===== config.mk =====
export PLATFORM = sky130hd
export DESIGN_NAME = summary_statistics_top
export DESIGN_NICKNAME = d
export VERILOG_FILES = /design/src/sv/sst_pkg.sv /design/src/sv/sst_math.sv /design/src/sv/summary_statistics_top.sv
export SDC_FILE = /design/constraint.sdc
export NUM_CORES = 2
export LEC_CHECK = 0
export ABC_AREA = 1
export BUFFER_PORTS_ARGS = -buffer_cell sky130_fd_sc_hd__buf_2
export CAP_MARGIN = 10
export CORE_ASPECT_RATIO = 1.5
export CORE_MARGIN = 3
export CORE_UTILIZATION = 35
export DETAILED_ROUTE_END_ITERATION = 10
export HOLD_SLACK_MARGIN = 0.15
export PLACE_DENSITY = 0.56
export SYNTH_ARGS = -nofsm -noshare
export SYNTH_HDL_FRONTEND = slang
export SYNTH_SLANG_ARGS = --single-unit

===== constraint.sdc =====
create_clock -name clk -period 12.5 [get_ports clk]
set_input_delay 3.125 -clock clk [delete_from_list [all_inputs] [get_ports clk]]
set_output_delay 3.125 -clock clk [all_outputs]
set_load 0.05 [all_outputs]

===== src/sv/sst_pkg.sv =====
// Package for the summary statistics block: field widths, the count limit,
// the sample extremes and the request/response structs of the math unit.
// No dependencies.
package sst_pkg;

  localparam int SAMPLE_W = 16;
  localparam int COUNT_W  = 16;
  localparam int SUM_W    = 32;
  localparam int SQ_W     = 47;
  localparam int RES_W    = 24;

  // Largest number of samples a set can hold.
  localparam logic [COUNT_W-1:0] MAX_COUNT = 16'hFFFF;

  // Extremes of a sample, used as the reset values of the running min and max.
  localparam logic signed [SAMPLE_W-1:0] SAMPLE_MAX = 16'sh7FFF;
  localparam logic signed [SAMPLE_W-1:0] SAMPLE_MIN = 16'sh8000;

  // Start of a final computation, with the totals of the set.
  typedef struct packed {
    logic               start;
    logic [COUNT_W-1:0] count;
    logic [SUM_W-1:0]   sum;
    logic [SQ_W-1:0]    sum_squares;
  } sst_req_t;

  // End of a final computation, with the mean and standard deviation.
  typedef struct packed {
    logic             done;
    logic [RES_W-1:0] mean_q8;
    logic [RES_W-1:0] std_q8;
  } sst_rsp_t;

endpackage


===== src/sv/sst_math.sv =====
// Sequenced math unit of the summary statistics block: mean and standard
// deviation from count, sum and sum of squares over one shared 64-bit adder.
// Depends on sst_pkg.
module sst_math (
  input  logic              clk,
  input  logic              rst,
  input  sst_pkg::sst_req_t req,
  output sst_pkg::sst_rsp_t rsp
);
  import sst_pkg::*;

  typedef enum logic [2:0] {
    IDLE, MUL_ADD, MUL_SUB, ROOT, DIV_STD, DIV_MEAN
  } state_t;

  localparam logic [5:0] MUL_ADD_STEPS = 6'd16;
  localparam logic [5:0] MUL_SUB_STEPS = 6'd32;
  localparam logic [5:0] ROOT_STEPS    = 6'd40;
  localparam logic [5:0] DIV_STEPS     = 6'd40;

  state_t             state;
  logic [5:0]         cnt;
  logic [63:0]        acc;
  logic [63:0]        mcand;
  logic [31:0]        mplier;
  logic [42:0]        rem;
  logic [39:0]        q;
  logic [COUNT_W-1:0] count;
  logic [31:0]        abs_sum;
  logic               neg;
  logic [RES_W-1:0]   mean;
  logic [RES_W-1:0]   stdv;
  logic               done;

  logic [63:0] add_a;
  logic [63:0] add_b;
  logic        add_sub;
  logic [64:0] add_res;
  logic        add_ge;
  logic [42:0] root_shift;
  logic [41:0] root_trial;
  logic [16:0] div_shift;
  logic [39:0] q_step;

  // Operand selection for the shared adder.
  always_comb begin
    root_shift = {rem[40:0], acc[63:62]};
    root_trial = {q, 2'b01};
    div_shift  = {rem[15:0], q[39]};
    case (state)
      MUL_ADD: begin
        add_a = acc; add_b = mcand; add_sub = 1'b0;
      end
      MUL_SUB: begin
        add_a = acc; add_b = mcand; add_sub = 1'b1;
      end
      ROOT: begin
        add_a = {21'd0, root_shift}; add_b = {22'd0, root_trial}; add_sub = 1'b1;
      end
      DIV_STD, DIV_MEAN: begin
        add_a = {47'd0, div_shift}; add_b = {48'd0, count}; add_sub = 1'b1;
      end
      default: begin
        add_a = 64'd0; add_b = 64'd0; add_sub = 1'b0;
      end
    endcase
  end

  // The shared adder; on a subtract the carry out means a >= b.
  always_comb begin
    add_res = {1'b0, add_a} + {1'b0, (add_sub ? ~add_b : add_b)} + {64'd0, add_sub};
    add_ge  = add_res[64];
    q_step  = {q[38:0], add_ge};
  end

  // Sequencer: shift-add products, digit-by-digit root, restoring divides.
  always_ff @(posedge clk) begin
    if (rst) begin
      state <= IDLE;
      done  <= 1'b0;
    end else begin
      done <= 1'b0;
      cnt  <= cnt - 6'd1;
      case (state)
        IDLE: begin
          if (req.start) begin
            acc     <= 64'd0;
            mcand   <= {17'd0, req.sum_squares};
            mplier  <= {16'd0, req.count};
            count   <= req.count;
            abs_sum <= req.sum[31] ? (~req.sum + 32'd1) : req.sum;
            neg     <= req.sum[31];
            cnt     <= MUL_ADD_STEPS;
            state   <= MUL_ADD;
          end
        end
        // Accumulate count * sum of squares.
        MUL_ADD: begin
          if (mplier[0]) acc <= add_res[63:0];
          if (cnt == 6'd1) begin
            mcand  <= {32'd0, abs_sum};
            mplier <= abs_sum;
            cnt    <= MUL_SUB_STEPS;
            state  <= MUL_SUB;
          end else begin
            mcand  <= {mcand[62:0], 1'b0};
            mplier <= {1'b0, mplier[31:1]};
          end
        end
        // Take the square of the sum away, leaving the scaled variance.
        MUL_SUB: begin
          if (mplier[0]) acc <= add_res[63:0];
          mcand  <= {mcand[62:0], 1'b0};
          mplier <= {1'b0, mplier[31:1]};
          if (cnt == 6'd1) begin
            rem   <= 43'd0;
            q     <= 40'd0;
            cnt   <= ROOT_STEPS;
            state <= ROOT;
          end
        end
        // Square root of the variance shifted up by 16 bits, two bits a step.
        ROOT: begin
          acc <= {acc[61:0], 2'b00};
          q   <= q_step;
          rem <= add_ge ? add_res[42:0] : root_shift;
          if (cnt == 6'd1) begin
            rem   <= 43'd0;
            cnt   <= DIV_STEPS;
            state <= DIV_STD;
          end
        end
        // Root divided by the count gives the standard deviation.
        DIV_STD: begin
          q   <= q_step;
          rem <= add_ge ? {27'd0, add_res[15:0]} : {27'd0, div_shift[15:0]};
          if (cnt == 6'd1) begin
            stdv  <= (count == '0) ? '0 : q_step[RES_W-1:0];
            q     <= {abs_sum, 8'd0};
            rem   <= 43'd0;
            cnt   <= DIV_STEPS;
            state <= DIV_MEAN;
          end
        end
        // Scaled magnitude of the sum divided by the count, sign restored.
        DIV_MEAN: begin
          q   <= q_step;
          rem <= add_ge ? {27'd0, add_res[15:0]} : {27'd0, div_shift[15:0]};
          if (cnt == 6'd1) begin
            if (count == '0) begin
              mean <= '0;
            end else if (neg) begin
              mean <= ~q_step[RES_W-1:0] + 24'd1;
            end else begin
              mean <= q_step[RES_W-1:0];
            end
            done  <= 1'b1;
            state <= IDLE;
          end
        end
        default: begin
          state <= IDLE;
        end
      endcase
    end
  end

  assign rsp.done    = done;
  assign rsp.mean_q8 = mean;
  assign rsp.std_q8  = stdv;

endmodule


===== src/sv/summary_statistics_top.sv =====
// Summary statistics over sets of signed samples: running min, max, count,
// sum and sum of squares, then mean and population standard deviation.
// Depends on sst_pkg and sst_math.
//
// Samples enter one per item, and a set streams in at one sample per clock.
// The sample with the last mark starts the final computation, which runs
// on a single shared 64-bit adder under a sequencer: 16 steps for count
// times sum of squares, 32 for the square of the sum, 40 for the square
// root and 40 each for the two divides by the count. The START state
// starts the math unit, and input is stalled from the last sample until
// the result item is published. The result waits in an output register,
// so the next set may start streaming while it is not yet taken. Samples
// past 65535 in a set are dropped and reported through the overflow field.
module summary_statistics_top (
  input  logic                                 clk,
  input  logic                                 rst,
  input  logic                                 in_valid,
  output logic                                 in_stall,
  input  logic signed [sst_pkg::SAMPLE_W-1:0]  sample,
  input  logic                                 last,
  output logic                                 out_valid,
  input  logic                                 out_stall,
  output logic signed [sst_pkg::SAMPLE_W-1:0]  minimum,
  output logic signed [sst_pkg::SAMPLE_W-1:0]  maximum,
  output logic        [sst_pkg::COUNT_W-1:0]   sample_count,
  output logic signed [sst_pkg::RES_W-1:0]     mean_q8,
  output logic        [sst_pkg::RES_W-1:0]     std_q8,
  output logic                                 overflow
);
  import sst_pkg::*;

  typedef enum logic [1:0] {COLLECT, START, CALC, HOLD} state_t;

  state_t                      state;
  logic signed [SAMPLE_W-1:0]  run_min;
  logic signed [SAMPLE_W-1:0]  run_max;
  logic        [SUM_W-1:0]     run_sum;
  logic        [SQ_W-1:0]      run_sum_squares;
  logic        [COUNT_W-1:0]   run_count;
  logic                        dropped_flag;

  logic signed [2*SAMPLE_W-1:0] square;
  logic                         slot_free;
  logic                         take;
  logic                         publish;
  sst_req_t                     req;
  sst_rsp_t                     rsp;

  // Square of the incoming sample and the output slot status.
  always_comb begin
    square    = sample * sample;
    slot_free = !out_valid || !out_stall;
    take      = in_valid && !in_stall;
    publish   = (state == HOLD || (state == CALC && rsp.done)) && slot_free;
  end

  assign in_stall = (state != COLLECT);

  // Totals handed to the math unit.
  always_comb begin
    req.start       = (state == START);
    req.count       = run_count;
    req.sum         = run_sum;
    req.sum_squares = run_sum_squares;
  end

  sst_math u_math (
    .clk (clk),
    .rst (rst),
    .req (req),
    .rsp (rsp)
  );

  // Control, running totals and the output register.
  always_ff @(posedge clk) begin
    if (rst) begin
      state           <= COLLECT;
      out_valid       <= 1'b0;
      run_min         <= SAMPLE_MAX;
      run_max         <= SAMPLE_MIN;
      run_sum         <= '0;
      run_sum_squares <= '0;
      run_count       <= '0;
      dropped_flag    <= 1'b0;
    end else begin
      if (publish) begin
        out_valid <= 1'b1;
      end else if (out_valid && !out_stall) begin
        out_valid <= 1'b0;
      end
      case (state)
        COLLECT: begin
          if (take) begin
            if (run_count == MAX_COUNT) begin
              dropped_flag <= 1'b1;
            end else begin
              if (sample < run_min) run_min <= sample;
              if (sample > run_max) run_max <= sample;
              run_sum         <= run_sum + {{(SUM_W-SAMPLE_W){sample[SAMPLE_W-1]}}, sample};
              run_sum_squares <= run_sum_squares + {{(SQ_W-2*SAMPLE_W){1'b0}}, square};
              run_count       <= run_count + 16'd1;
            end
            if (last) state <= START;
          end
        end
        START: begin
          state <= CALC;
        end
        CALC, HOLD: begin
          if (publish) begin
            // Publish the result item and open a fresh set.
            minimum         <= run_min;
            maximum         <= run_max;
            sample_count    <= run_count;
            mean_q8         <= rsp.mean_q8;
            std_q8          <= rsp.std_q8;
            overflow        <= dropped_flag;
            run_min         <= SAMPLE_MAX;
            run_max         <= SAMPLE_MIN;
            run_sum         <= '0;
            run_sum_squares <= '0;
            run_count       <= '0;
            dropped_flag    <= 1'b0;
            state           <= COLLECT;
          end else if (rsp.done) begin
            state <= HOLD;
          end
        end
        default: begin
          state <= COLLECT;
        end
      endcase
    end
  end

endmodule


==> impl_metrics.csv <==
group,metric,value,unit
global_route,grt_pass1_vias,37800,
worst_hold_path,hold_class,"register to register",
job,maxCapViolCount,0,
drt,wirelength,142000,µm
floorplanning,start_util,0.353,
setup_path,worst_setup_path_end_kind,"register",
global_route,grt_max_degree,131,
setup_path,crit_slowest_cell,"fa_1",
drt,routedWlPerCell,20.0,µm
timing,skew,0.0772,ns
global_route,grt_use_total,0.218,
logic_synthesis,synth_cell_types,59,
timing,period_needed,10.62,ns
logic_synthesis,syn-cell-area,43800,µm²
drt,drc,0,
timing,fin_setup_tns,0,ns
placement,portBuffers,119,
setup_path,path_common_cell,"inv_1",
clocking,h-tree-depth,2,
clocking,cts_tree,"done",
global_route,grt_pass1_wl,219000,µm
setup_path,cp-start-kind,"input pin",
global_route,busiest_layer,"met2",
timing,finalCritPeriodShare,0.849,
logic_synthesis,seq_area_frac_synth,0.364,
setup_path,worstSetupPathType,"input pin to register",
timing,timing.fmax,94.2,MHz
clocking,cts_resized,0,
clocking,clk_pin_slew,0.06,ns
clocking,hold_buffers,0,
setup_path,max_stage_delay,0.67,ns
clocking,postCtsSetupBuffers,0,
timing,rsz0062_at_grt,"false",
logic_synthesis,avgSynthCellArea,8.12,µm²
final_layout,drive_gt1_frac,0.0579,
logic_synthesis,synth_edf_count,441,
floorplanning,dieHeight,439,µm
clocking,root_buffer,"clkbuf_16",
floorplanning,core-area,124000,µm²
final_layout,syn2layout_area_growth,10.1,%
logic_synthesis,yosysTopAreaCell,"edfxtp_1",
drt,dr.pass1.iters,8,
floorplanning,die_w,295,µm
floorplanning,die_area,130000,µm²
placement,place_area,46100,µm²
logic_synthesis,yosysWarnings,0,
timing,final-hold-violation-count,0,
global_route,use_met2,0.400,
timing,slew_viol_final,0,
floorplanning,num_rows,158,
setup_path,crit_required,13.07,ns
drt,drt-initial-drc-count,2370,
setup_path,crit_fanout,22,
logic_synthesis,ys_seq_elements,576,
clocking,clk_latency,0.71,ns
logic_synthesis,async_flop_share,0,
final_layout,final_area,48200,µm²
logic_synthesis,synthFlopType,"edfxtp_1",
final_layout,fin_nets,5949,
placement,place_hpwl,111000,µm
logic_synthesis,netlist_instances,5392,
timing,setup_viol,0,
drt,final_antenna_net_count,0,
clocking,cts_buffer_depth,3,
outcome,status,"finished clean",
clocking,cts_sinks,576,
global_route,antenna_found_initial,2,
global_route,overflow,0,
timing,worst_pin_slew,1.19,ns
logic_synthesis,synth_top_area_frac,0.302,
global_route,use_met3,0.0182,
placement,routabilityCongestion,0.956,
setup_path,crit_arrival,11.19,ns
clocking,numCtsBuffers,61,
floorplanning,ioPinCount,120,
drt,avgViaCountPerCell,5.19,
logic_synthesis,synth.area.top_cells,"edfxtp_1 (30%), fa_1 (11%), nand2_1 (8.4%)",
global_route,grt_use_met1,0.249,
logic_synthesis,synth_nets,5902,
drt,via_count,36800,
timing,relSlewSlack,0.206,
routing by layer:
metal | vias up | part of all wire
li1 | 17800 | -
met1 | 17700 | 0.39
met2 | 938 | 0.51
met5 | - | 0
met4 | 0 | 0.060
met3 | 333 | 0.037
cell families after synthesis:
kind of cell             synth area share
XOR/XNOR                           0.0352
AND/OR/NAND/NOR                     0.170
flip-flops                          0.364
AO/OA/AOI/OAI                       0.150
adder cells (fa/ha/maj)             0.181
buffers and inverters              0.0995
final cells by class:
type	count	area, µm²
clock inverters	43	499
multi-input cells	3669	23600
clock buffers	72	1600
repair buffers	164	948
flip-flops and latches	576	15900
fillers	12800	75700
well taps	1600	2000
diodes	1	2.50
inverters	967	3630
placed cells by master (no fill, tap or decap), types with 7 or more instances in the layout:
cell	Yosys	final
fa_1	239	239
inv_1	957	957
nor2_1	501	497
a21boi_0	8	8
o21ai_1	14	14
xnor2_1	43	43
dfxtp_1	135	134
edfxtp_1	441	441
nand4_1	31	31
clkbuf_16	0	62
bufinv_16	0	8
nor3_1	72	68
buf_2	25	118
clkbuf_1	126	9
nand2_2	10	10
nor4_1	14	14
a22oi_1	27	27
o21bai_1	41	41
o211ai_1	27	27
a21o_1	37	37
a22o_1	7	7
nand2_1	979	979
clkinv_1	3	11
nand3b_1	9	9
a221oi_1	7	7
o22ai_1	68	68
buf_4	5	45
xor2_1	133	133
o21a_1	15	15
o21ai_0	391	391
clkinv_2	0	17
o221ai_1	16	16
nand3_1	187	187
or2_2	13	13
ha_1	250	250
a31oi_1	34	34
a21oi_1	456	456
Yosys cell counts (31+ instances only):
cell type  number
o22ai_1        68
clkbuf_1      126
o21bai_1       41
a21o_1         37
fa_1          239
edfxtp_1      441
dfxtp_1       135
a21oi_1       456
a31oi_1        34
nor3_1         72
o21ai_0       391
inv_1         957
ha_1          250
nand4_1        31
nor2_1        501
xnor2_1        43
nand2_1       979
xor2_1        133
nand3_1       187
worst max-delay path, delay by kind of cell:
family | cells | cell delay, ns
AO/OA/AOI/OAI | 2 | 0.20
XOR/XNOR | 1 | 0.10
adder cells (fa/ha/maj) | 8 | 4.22
buffers and inverters | 8 | 1.15
AND/OR/NAND/NOR | 13 | 2.36
flip-flops by register name, indices dropped and copies added (netlist names), 2 cells and up:
register,cells
u_math.stdv,24
u_math.count,16
std_q8,24
u_math.mcand,64
u_math.cnt,6
maximum,16
u_math.q,40
sample_count,16
mean_q8,24
u_math.state,3
u_math.mean,24
run_count,16
run_min,16
state,2
run_max,16
u_math.mplier,32
run_sum_squares,47
u_math.abs_sum,32
u_math.rem,41
run_sum,32
minimum,16
u_math.acc,64
metrics by stage:
stage,instances,hold slack (ns),setup WS [ns],utilization
6_report,7092,0.417,1.88,0.389
3_5_place_dp,6976,0.405,1.10,0.372
3_3_place_gp,6976,0.404,1.14,0.372
5_1_grt,7092,0.422,1.22,0.389
4_1_cts,7091,0.419,1.86,0.389
2_1_floorplan,5392,0.400,1.79,-
worst paths after layout:
kind                        start                  end  depth (start not counted)  slack, ns
setup / recovery        sample[2]  run_sum_squares[43]                         32       1.88
hold reg to reg    u_math.stdv[0]            std_q8[0]                          0       0.42
setup reg to reg  u_math.state[1]      u_math.mean[22]                         31       5.12
hold / removal     u_math.stdv[0]            std_q8[0]                          0       0.42
Power is not shown: default switching activity piles up to over one toggle a cycle in this logic, so the estimate is an artifact.
